==> src/design/ptq_pkg.sv <==
package ptq_pkg;

  // Timer bank geometry.
  localparam int NUM_TIMERS = 16;
  localparam int IDX_W      = (NUM_TIMERS > 1) ? $clog2(NUM_TIMERS) : 1;

  // Field widths.
  localparam int ID_W   = 4;
  localparam int MS_W   = 32;
  localparam int NS_W   = 64;
  localparam int CONV_W = 20;
  localparam int PROD_W = MS_W + CONV_W;

  // Stream packing.
  localparam int IN_DATA_W  = 136;
  localparam int OUT_DATA_W = 8;

  // Milliseconds to nanoseconds.
  localparam logic [CONV_W-1:0] NS_PER_MS = CONV_W'(1000000);

  // Input item kinds carried on the slave-side tuser.
  localparam logic MODE_START = 1'b0;
  localparam logic MODE_TICK  = 1'b1;

  // Commands from the controller to the datapath.
  typedef struct packed {
    logic capture;     // take the input item
    logic mul_en;      // load the product register
    logic mul_period;  // multiply the selected timer's period instead of the delay
    logic arm_wr;      // write deadline, period and armed for a start item
    logic scan_clear;  // restart the selection scan
    logic scan_step;   // examine one timer
    logic first_done;  // the first scan of a tick has built the due set
    logic fire_upd;    // take the selected timer out of the due set
    logic rearm_wr;    // rearm or disarm the selected timer
    logic out_load;    // load the result register
    logic out_fire;    // the loaded result reports a fired timer
  } ptq_cmd_t;

  // Status from the datapath to the controller.
  typedef struct packed {
    logic in_tick;     // the offered input item is a tick
    logic idx_last;    // the scan is at the last timer
    logic best_valid;  // the scan has found a due timer
    logic out_taken;   // the pending result transfer completes
  } ptq_sts_t;

endpackage

==> src/design/periodic_timer_queue.sv <==
// Bank of NUM_TIMERS timers kept by absolute deadline in nanoseconds. A start transfer
// (tuser 0) arms a timer at now_ns + delay_ms * 1e6 and returns one closing result. A
// tick transfer (tuser 1) returns one result per armed timer whose deadline lies strictly
// before now_ns, in deadline order with ties to the lower id, then a closing result
// with tlast set. Items are taken one at a time. A start passes through S_MUL and S_ARM, then
// waits for its result transfer. A tick waits for each of its result transfers, and every
// selection is a full scan of the timer storage through one deadline comparator, one timer
// per cycle.
module periodic_timer_queue
  import ptq_pkg::*;
(
  input  logic                  clk,
  input  logic                  rst,
  input  logic                  s_tvalid,
  output logic                  s_tready,
  // timer_id[3:0], delay_ms[35:4], reload_ms[67:36], now_ns[131:68], zero fill
  input  logic [IN_DATA_W-1:0]  s_tdata,
  // mode: 0 start, 1 tick
  input  logic                  s_tuser,
  output logic                  m_tvalid,
  input  logic                  m_tready,
  // expired_id[3:0], zero fill
  output logic [OUT_DATA_W-1:0] m_tdata,
  // fired
  output logic                  m_tuser,
  output logic                  m_tlast
);

  ptq_cmd_t cmd;
  ptq_sts_t sts;

  ptq_ctrl u_ctrl (
    .clk      (clk),
    .rst      (rst),
    .s_tvalid (s_tvalid),
    .s_tready (s_tready),
    .sts      (sts),
    .cmd      (cmd)
  );

  ptq_datapath u_datapath (
    .clk      (clk),
    .rst      (rst),
    .cmd      (cmd),
    .sts      (sts),
    .s_tdata  (s_tdata),
    .s_tuser  (s_tuser),
    .m_tvalid (m_tvalid),
    .m_tready (m_tready),
    .m_tdata  (m_tdata),
    .m_tuser  (m_tuser),
    .m_tlast  (m_tlast)
  );

endmodule

==> src/design/ptq_datapath.sv <==
module ptq_datapath
  import ptq_pkg::*;
(
  input  logic                  clk,
  input  logic                  rst,
  input  ptq_cmd_t              cmd,
  output ptq_sts_t              sts,
  input  logic [IN_DATA_W-1:0]  s_tdata,
  input  logic                  s_tuser,
  output logic                  m_tvalid,
  input  logic                  m_tready,
  output logic [OUT_DATA_W-1:0] m_tdata,
  output logic                  m_tuser,
  output logic                  m_tlast
);

  // Captured input item.
  logic [ID_W-1:0] timer_id;
  logic [MS_W-1:0] delay_ms;
  logic [MS_W-1:0] reload_ms;
  logic [NS_W-1:0] now_ns;

  // Timer storage.
  logic [NS_W-1:0]       deadline [NUM_TIMERS];
  logic [MS_W-1:0]       period   [NUM_TIMERS];
  logic [NUM_TIMERS-1:0] armed;
  logic [NUM_TIMERS-1:0] due;

  // Scan and selection.
  logic [IDX_W-1:0] idx;
  logic [IDX_W-1:0] best;
  logic [NS_W-1:0]  best_dl;
  logic             best_valid;
  logic             first;

  // Arithmetic.
  logic [PROD_W-1:0] prod;
  logic [MS_W-1:0]   mul_src;
  logic [PROD_W-1:0] mul_res;
  logic [NS_W-1:0]   new_dl;

  // Result register.
  logic [ID_W-1:0] out_id;
  logic            out_fired;
  logic            out_last;

  logic [NS_W-1:0]  dl_rd;
  logic [MS_W-1:0]  per_rd;
  logic             cand;
  logic             in_range;
  logic [IDX_W-1:0] id_idx;

  assign id_idx   = IDX_W'(timer_id);
  assign in_range = int'(timer_id) < NUM_TIMERS;
  assign dl_rd    = deadline[idx];
  assign per_rd   = period[best];

  // A timer is a candidate if it was due when the tick began and has not fired yet.
  assign cand = first ? (armed[idx] && (dl_rd < now_ns)) : due[idx];

  assign mul_src = cmd.mul_period ? per_rd : delay_ms;
  assign mul_res = PROD_W'(mul_src) * PROD_W'(NS_PER_MS);
  assign new_dl  = now_ns + NS_W'(prod);

  // Input capture.
  always_ff @(posedge clk) begin
    if (cmd.capture) begin
      timer_id  <= s_tdata[ID_W-1:0];
      delay_ms  <= s_tdata[ID_W+MS_W-1:ID_W];
      reload_ms <= s_tdata[ID_W+2*MS_W-1:ID_W+MS_W];
      now_ns    <= s_tdata[ID_W+2*MS_W+NS_W-1:ID_W+2*MS_W];
    end
  end

  // Product register between the multiplier and the deadline adder.
  always_ff @(posedge clk) begin
    if (cmd.mul_en) begin
      prod <= mul_res;
    end
  end

  // Deadline and period storage.
  always_ff @(posedge clk) begin
    if (cmd.arm_wr && in_range) begin
      deadline[id_idx] <= new_dl;
      period[id_idx]   <= reload_ms;
    end else if (cmd.rearm_wr && (per_rd != '0)) begin
      deadline[best] <= new_dl;
    end
  end

  // Armed flags.
  always_ff @(posedge clk) begin
    if (rst) begin
      armed <= '0;
    end else if (cmd.arm_wr && in_range) begin
      armed[id_idx] <= 1'b1;
    end else if (cmd.rearm_wr && (per_rd == '0)) begin
      armed[best] <= 1'b0;
    end
  end

  // Due set: built on the first pass of a tick, trimmed as timers fire.
  always_ff @(posedge clk) begin
    if (cmd.scan_step && first) begin
      due[idx] <= cand;
    end else if (cmd.fire_upd) begin
      due[best] <= 1'b0;
    end
  end

  // First-pass flag.
  always_ff @(posedge clk) begin
    if (rst) begin
      first <= 1'b0;
    end else if (cmd.capture) begin
      first <= 1'b1;
    end else if (cmd.first_done) begin
      first <= 1'b0;
    end
  end

  // Scan counter and running minimum; strict compare keeps the lower id on ties.
  always_ff @(posedge clk) begin
    if (rst) begin
      idx        <= '0;
      best_valid <= 1'b0;
    end else if (cmd.scan_clear) begin
      idx        <= '0;
      best_valid <= 1'b0;
    end else if (cmd.scan_step) begin
      idx <= IDX_W'(idx + 1'b1);
      if (cand && (!best_valid || (dl_rd < best_dl))) begin
        best_valid <= 1'b1;
      end
    end
  end

  always_ff @(posedge clk) begin
    if (cmd.scan_step && cand && (!best_valid || (dl_rd < best_dl))) begin
      best    <= idx;
      best_dl <= dl_rd;
    end
  end

  // Result register.
  always_ff @(posedge clk) begin
    if (rst) begin
      m_tvalid <= 1'b0;
    end else if (cmd.out_load) begin
      m_tvalid <= 1'b1;
    end else if (m_tready) begin
      m_tvalid <= 1'b0;
    end
  end

  always_ff @(posedge clk) begin
    if (cmd.out_load) begin
      out_id    <= cmd.out_fire ? ID_W'(best) : '0;
      out_fired <= cmd.out_fire;
      out_last  <= !cmd.out_fire;
    end
  end

  assign m_tdata = {(OUT_DATA_W-ID_W)'(0), out_id};
  assign m_tuser = out_fired;
  assign m_tlast = out_last;

  // Status.
  assign sts.in_tick    = (s_tuser == MODE_TICK);
  assign sts.idx_last   = (idx == IDX_W'(NUM_TIMERS - 1));
  assign sts.best_valid = best_valid;
  assign sts.out_taken  = m_tvalid && m_tready;

endmodule

==> src/design/ptq_ctrl.sv <==
module ptq_ctrl
  import ptq_pkg::*;
(
  input  logic     clk,
  input  logic     rst,
  input  logic     s_tvalid,
  output logic     s_tready,
  input  ptq_sts_t sts,
  output ptq_cmd_t cmd
);

  localparam logic [3:0] S_IDLE      = 4'd0;
  localparam logic [3:0] S_MUL       = 4'd1;
  localparam logic [3:0] S_ARM       = 4'd2;
  localparam logic [3:0] S_SCAN      = 4'd3;
  localparam logic [3:0] S_DECIDE    = 4'd4;
  localparam logic [3:0] S_FIRE_MUL  = 4'd5;
  localparam logic [3:0] S_FIRE_WR   = 4'd6;
  localparam logic [3:0] S_WAIT_FIRE = 4'd7;
  localparam logic [3:0] S_WAIT_LAST = 4'd8;

  logic [3:0] state;
  logic [3:0] state_next;

  always_ff @(posedge clk) begin
    if (rst) begin
      state <= S_IDLE;
    end else begin
      state <= state_next;
    end
  end

  // Next state and commands.
  always_comb begin
    state_next = state;
    cmd        = '0;
    s_tready   = 1'b0;
    case (state)
      S_IDLE: begin
        s_tready = 1'b1;
        if (s_tvalid) begin
          cmd.capture    = 1'b1;
          cmd.scan_clear = 1'b1;
          state_next     = sts.in_tick ? S_SCAN : S_MUL;
        end
      end
      S_MUL: begin
        cmd.mul_en = 1'b1;
        state_next = S_ARM;
      end
      S_ARM: begin
        cmd.arm_wr   = 1'b1;
        cmd.out_load = 1'b1;
        state_next   = S_WAIT_LAST;
      end
      S_SCAN: begin
        cmd.scan_step = 1'b1;
        if (sts.idx_last) begin
          state_next = S_DECIDE;
        end
      end
      S_DECIDE: begin
        cmd.first_done = 1'b1;
        if (sts.best_valid) begin
          state_next = S_FIRE_MUL;
        end else begin
          cmd.out_load = 1'b1;
          state_next   = S_WAIT_LAST;
        end
      end
      S_FIRE_MUL: begin
        cmd.mul_en     = 1'b1;
        cmd.mul_period = 1'b1;
        cmd.fire_upd   = 1'b1;
        state_next     = S_FIRE_WR;
      end
      // The fired result is loaded here so that its transfer is seen in S_WAIT_FIRE.
      S_FIRE_WR: begin
        cmd.rearm_wr = 1'b1;
        cmd.out_load = 1'b1;
        cmd.out_fire = 1'b1;
        state_next   = S_WAIT_FIRE;
      end
      S_WAIT_FIRE: begin
        if (sts.out_taken) begin
          cmd.scan_clear = 1'b1;
          state_next     = S_SCAN;
        end
      end
      S_WAIT_LAST: begin
        if (sts.out_taken) begin
          state_next = S_IDLE;
        end
      end
      default: begin
        state_next = S_IDLE;
      end
    endcase
  end

endmodule

==> config.mk <==
export PLATFORM = sky130hd
export DESIGN_NAME = periodic_timer_queue
export DESIGN_NICKNAME = d
export VERILOG_FILES = /design/src/design/ptq_pkg.sv /design/src/design/periodic_timer_queue.sv /design/src/design/ptq_datapath.sv /design/src/design/ptq_ctrl.sv
export SDC_FILE = /design/constraint.sdc
export NUM_CORES = 2
export LEC_CHECK = 0
export BUFFER_PORTS_ARGS = -buffer_cell sky130_fd_sc_hd__buf_2
export CAP_MARGIN = 10
export CORE_MARGIN = 2
export CORE_UTILIZATION = 45
export DETAILED_ROUTE_END_ITERATION = 12
export GPL_TIMING_DRIVEN = 0
export SLEW_MARGIN = 0
export SYNTH_ARGS = -nofsm -noshare
export SYNTH_HDL_FRONTEND = slang
export SYNTH_SLANG_ARGS = --single-unit
==> constraint.sdc <==
create_clock -name clk -period 9.4 [get_ports clk]
set_input_delay 1.41 -clock clk [delete_from_list [all_inputs] [get_ports clk]]
set_output_delay 1.41 -clock clk [all_outputs]
set_load 0.01 [all_outputs]
==> flow_summary.yaml <==
drt:
  ant_nets: 0
  firstDrtPassIters: 6
  vias: 42700
  drtIter0Drc: 4284
  routed_via_density: 5.83
  avgRoutedWirePerCell_um: 29.9
  wirelength_um: 219000
  drcViolationCount: 0
clock_network:
  hold_buffers: 0
  cts_made_buffers: 190
  cts_sinks: 1839
  post_cts.repair.setup_buffers: 0
  cts_tree: "yes"
  clock_latency_ps: 830
  clock_tree.root_cell: "clkbuf_16"
  clkTransAtPathRegs_ps: 60
  htreeDepth: 4
  cts.path.max_buffers: 3
synth:
  yosys.area.top_type: "edfxtp_1"
  yosys.area.top_type_share_pct: 66.8
  synth.avg_cell_area_um2: 18.8
  ys_seq_area_share_pct: 67.6
  synth_flop_cell: "edfxtp_1"
  ys_warn_count: 0
  synthTopCellsByArea: "edfxtp_1 67%, mux4_2 14%, ha_1 5.1%, fa_1 3.4%, inv_1 1.6%"
  synthArstFlopShare_pct: 0
  synth_edf_count: 1804
  ys_ff_latch: 1839
  synth_area_mm2: 0.0811
  synth_cell_types: 68
  syn_inst: 4315
critical_path:
  critPathArrivalTime_ps: 9550
  worstPathMaxFanout: 10
  worst-setup-path-type: "register to register"
  end_kind: "register"
  cp-start-kind: "register"
  critical_path_required_ps: 9910
timing:
  period_share_pct: 96.1
  period_needed_ps: 9040
  fmax_mhz: 111
  drv_slew: 0
  setup_viol_count_final: 0
  finalHoldViolCount: 0
  slew_headroom_pct: 14.0
  rsz0062_at_grt: "false"
  worstMarginPinSlew_ps: 1290
  clock_skew_ps: 59.2
floorplan:
  die_height_um: 429
  rows: 155
  core-area_mm2: 0.179
  num_io_pins: 153
  start_util_pct: 45.4
  dieArea_mm2: 0.184
  die_w_um: 429
global_routing:
  overflow: 0
  grt_pass1_wl_um: 313000
  grt_pass1_vias: 43100
  grt_max_degree: 60
  grt_usage_pct: 23.9
  antenna_found_initial: 2
placed_design:
  io_buffers: 144
  dp.cells: 6963
  dp_hpwl_um: 156000
  gp_congestion: 0.905
run_status:
  status: "finished, final reports clean"
finish:
  n_fill_cell: 14100
  final_cell_mix: "1804 x edfxtp_1, 491 x mux4_2, 344 x inv_1"
  final_cells: 7322
  layout_commonest_cell: "edfxtp_1"
  drive_above_1_share_pct: 24.8
  nNetsFinal: 5417
  area_delta_synth_final_pct: 16.4
hold_path:
  hold_class: "register to register"
job:
  drv_cap: 0
timing repair:
action	CTS	global route
endpoints found under the setup margin	25	11
pin swaps	0	0
gates resized for setup	55	48
endpoints found under the hold margin	0	0
state kept, by name, indices dropped and copies added, names as in the netlist, 16 cells and up, named ones only:
signal and flops:
u_datapath.period 512, u_datapath.best_dl 64, u_datapath.reload_ms 32, u_datapath.delay_ms 32, u_datapath.armed 16, u_datapath.prod 46
u_datapath.deadline 1024, u_datapath.due 16, u_datapath.now_ns 64
layout make-up:
class	count	area, µm²	area share, %
clock buffers	236	5010	5.31
clock inverters	111	1170	1.24
diodes	1	2.50	0.00265
plain buffers	150	739	0.783
well taps	2355	2950	3.12
repair buffers	303	3360	3.55
inverters	344	1290	1.37
flip-flops and latches	1839	54900	58.1
multi-input cells	1983	25000	26.5
cells in the mapped netlist, types with 28 or more instances:
| cell type | n |
|---|---|
| dfxtp_1 | 35 |
| a21o_1 | 87 |
| mux2i_1 | 32 |
| clkbuf_1 | 100 |
| ha_1 | 329 |
| nor2_1 | 102 |
| nor3_1 | 35 |
| a21oi_1 | 107 |
| xnor2_1 | 72 |
| a211oi_1 | 28 |
| nand4_1 | 45 |
| inv_1 | 344 |
| nor4_1 | 30 |
| nand2_1 | 76 |
| mux4_2 | 491 |
| edfxtp_1 | 1804 |
| fa_1 | 136 |
| o21ai_0 | 95 |
| buf_1 | 46 |
logic make-up after synthesis:
group | synth area share [%]
buffers and inverters | 2.33
adders and majority gates | 8.43
xor gates and xnor gates | 1.03
and+or+nand+nor | 2.56
other | 0.00462
DFF | 67.6
muxes | 14.1
AOI/OAI and AO/OA | 3.91
routing by layer:
metal / up-vias / GRT usage [%] / wire (µm)
met5: - / 0 / 0
met4: 0 / 6.33 / 5940
met3: 264 / 3.19 / 13000
li1: 18400 / - / -
met1: 22500 / 32.5 / 89600
met2: 1525 / 40.7 / 111000
through the flow:
stage / TNS (ps) / util, % / hold WS [ps] / cell area (µm²) / setup slack (ps)
global route: 0 / 52.8 / 514 / 94400 / 6.36
floorplan: 0 / - / 466 / 81200 / 4.30
finish: 0 / 52.8 / 501 / 94400 / 363
CTS: 0 / 52.7 / 500 / 94200 / 3.04
detailed placement: -11170 / 49.1 / 492 / 87800 / -1260
global placement: -3745980 / 47.5 / 485 / 84900 / -7420
worst max-delay path, cell delays in order, from the launching register on:
cell and delay, ps:
dfxtp_1 330, clkbuf_1 350, clkbuf_1 590, clkbuf_1 540, mux4_2 450, mux2i_2 450
inv_1 260, fa_1 570, fa_1 450, fa_1 590, fa_1 430, ha_1 290
inv_1 50, fa_1 500, inv_1 40, ha_1 360, and2_1 160, nor3b_1 250
a22oi_1 140, o221ai_1 360, a221oi_1 220, o31a_1 380, o21ai_0 330, a2111oi_0 170
or3b_2 460
path summary, 6_finish.rpt:
path	startpoint	end	slack (ps)	depth (start not counted)
setup / recovery	register	u_datapath.prod[50]$_DFFE_PP_	360	24
hold / removal	u_datapath.armed[3]$_SDFFE_PP0P_	u_datapath.armed[3]$_SDFFE_PP0P_	500	2
setup reg to reg	register	u_datapath.prod[50]$_DFFE_PP_	360	24
hold reg to reg	u_datapath.armed[3]$_SDFFE_PP0P_	u_datapath.armed[3]$_SDFFE_PP0P_	500	2
Power is not shown: default switching activity piles up to over one toggle a cycle in this logic, so the estimate is an artifact.
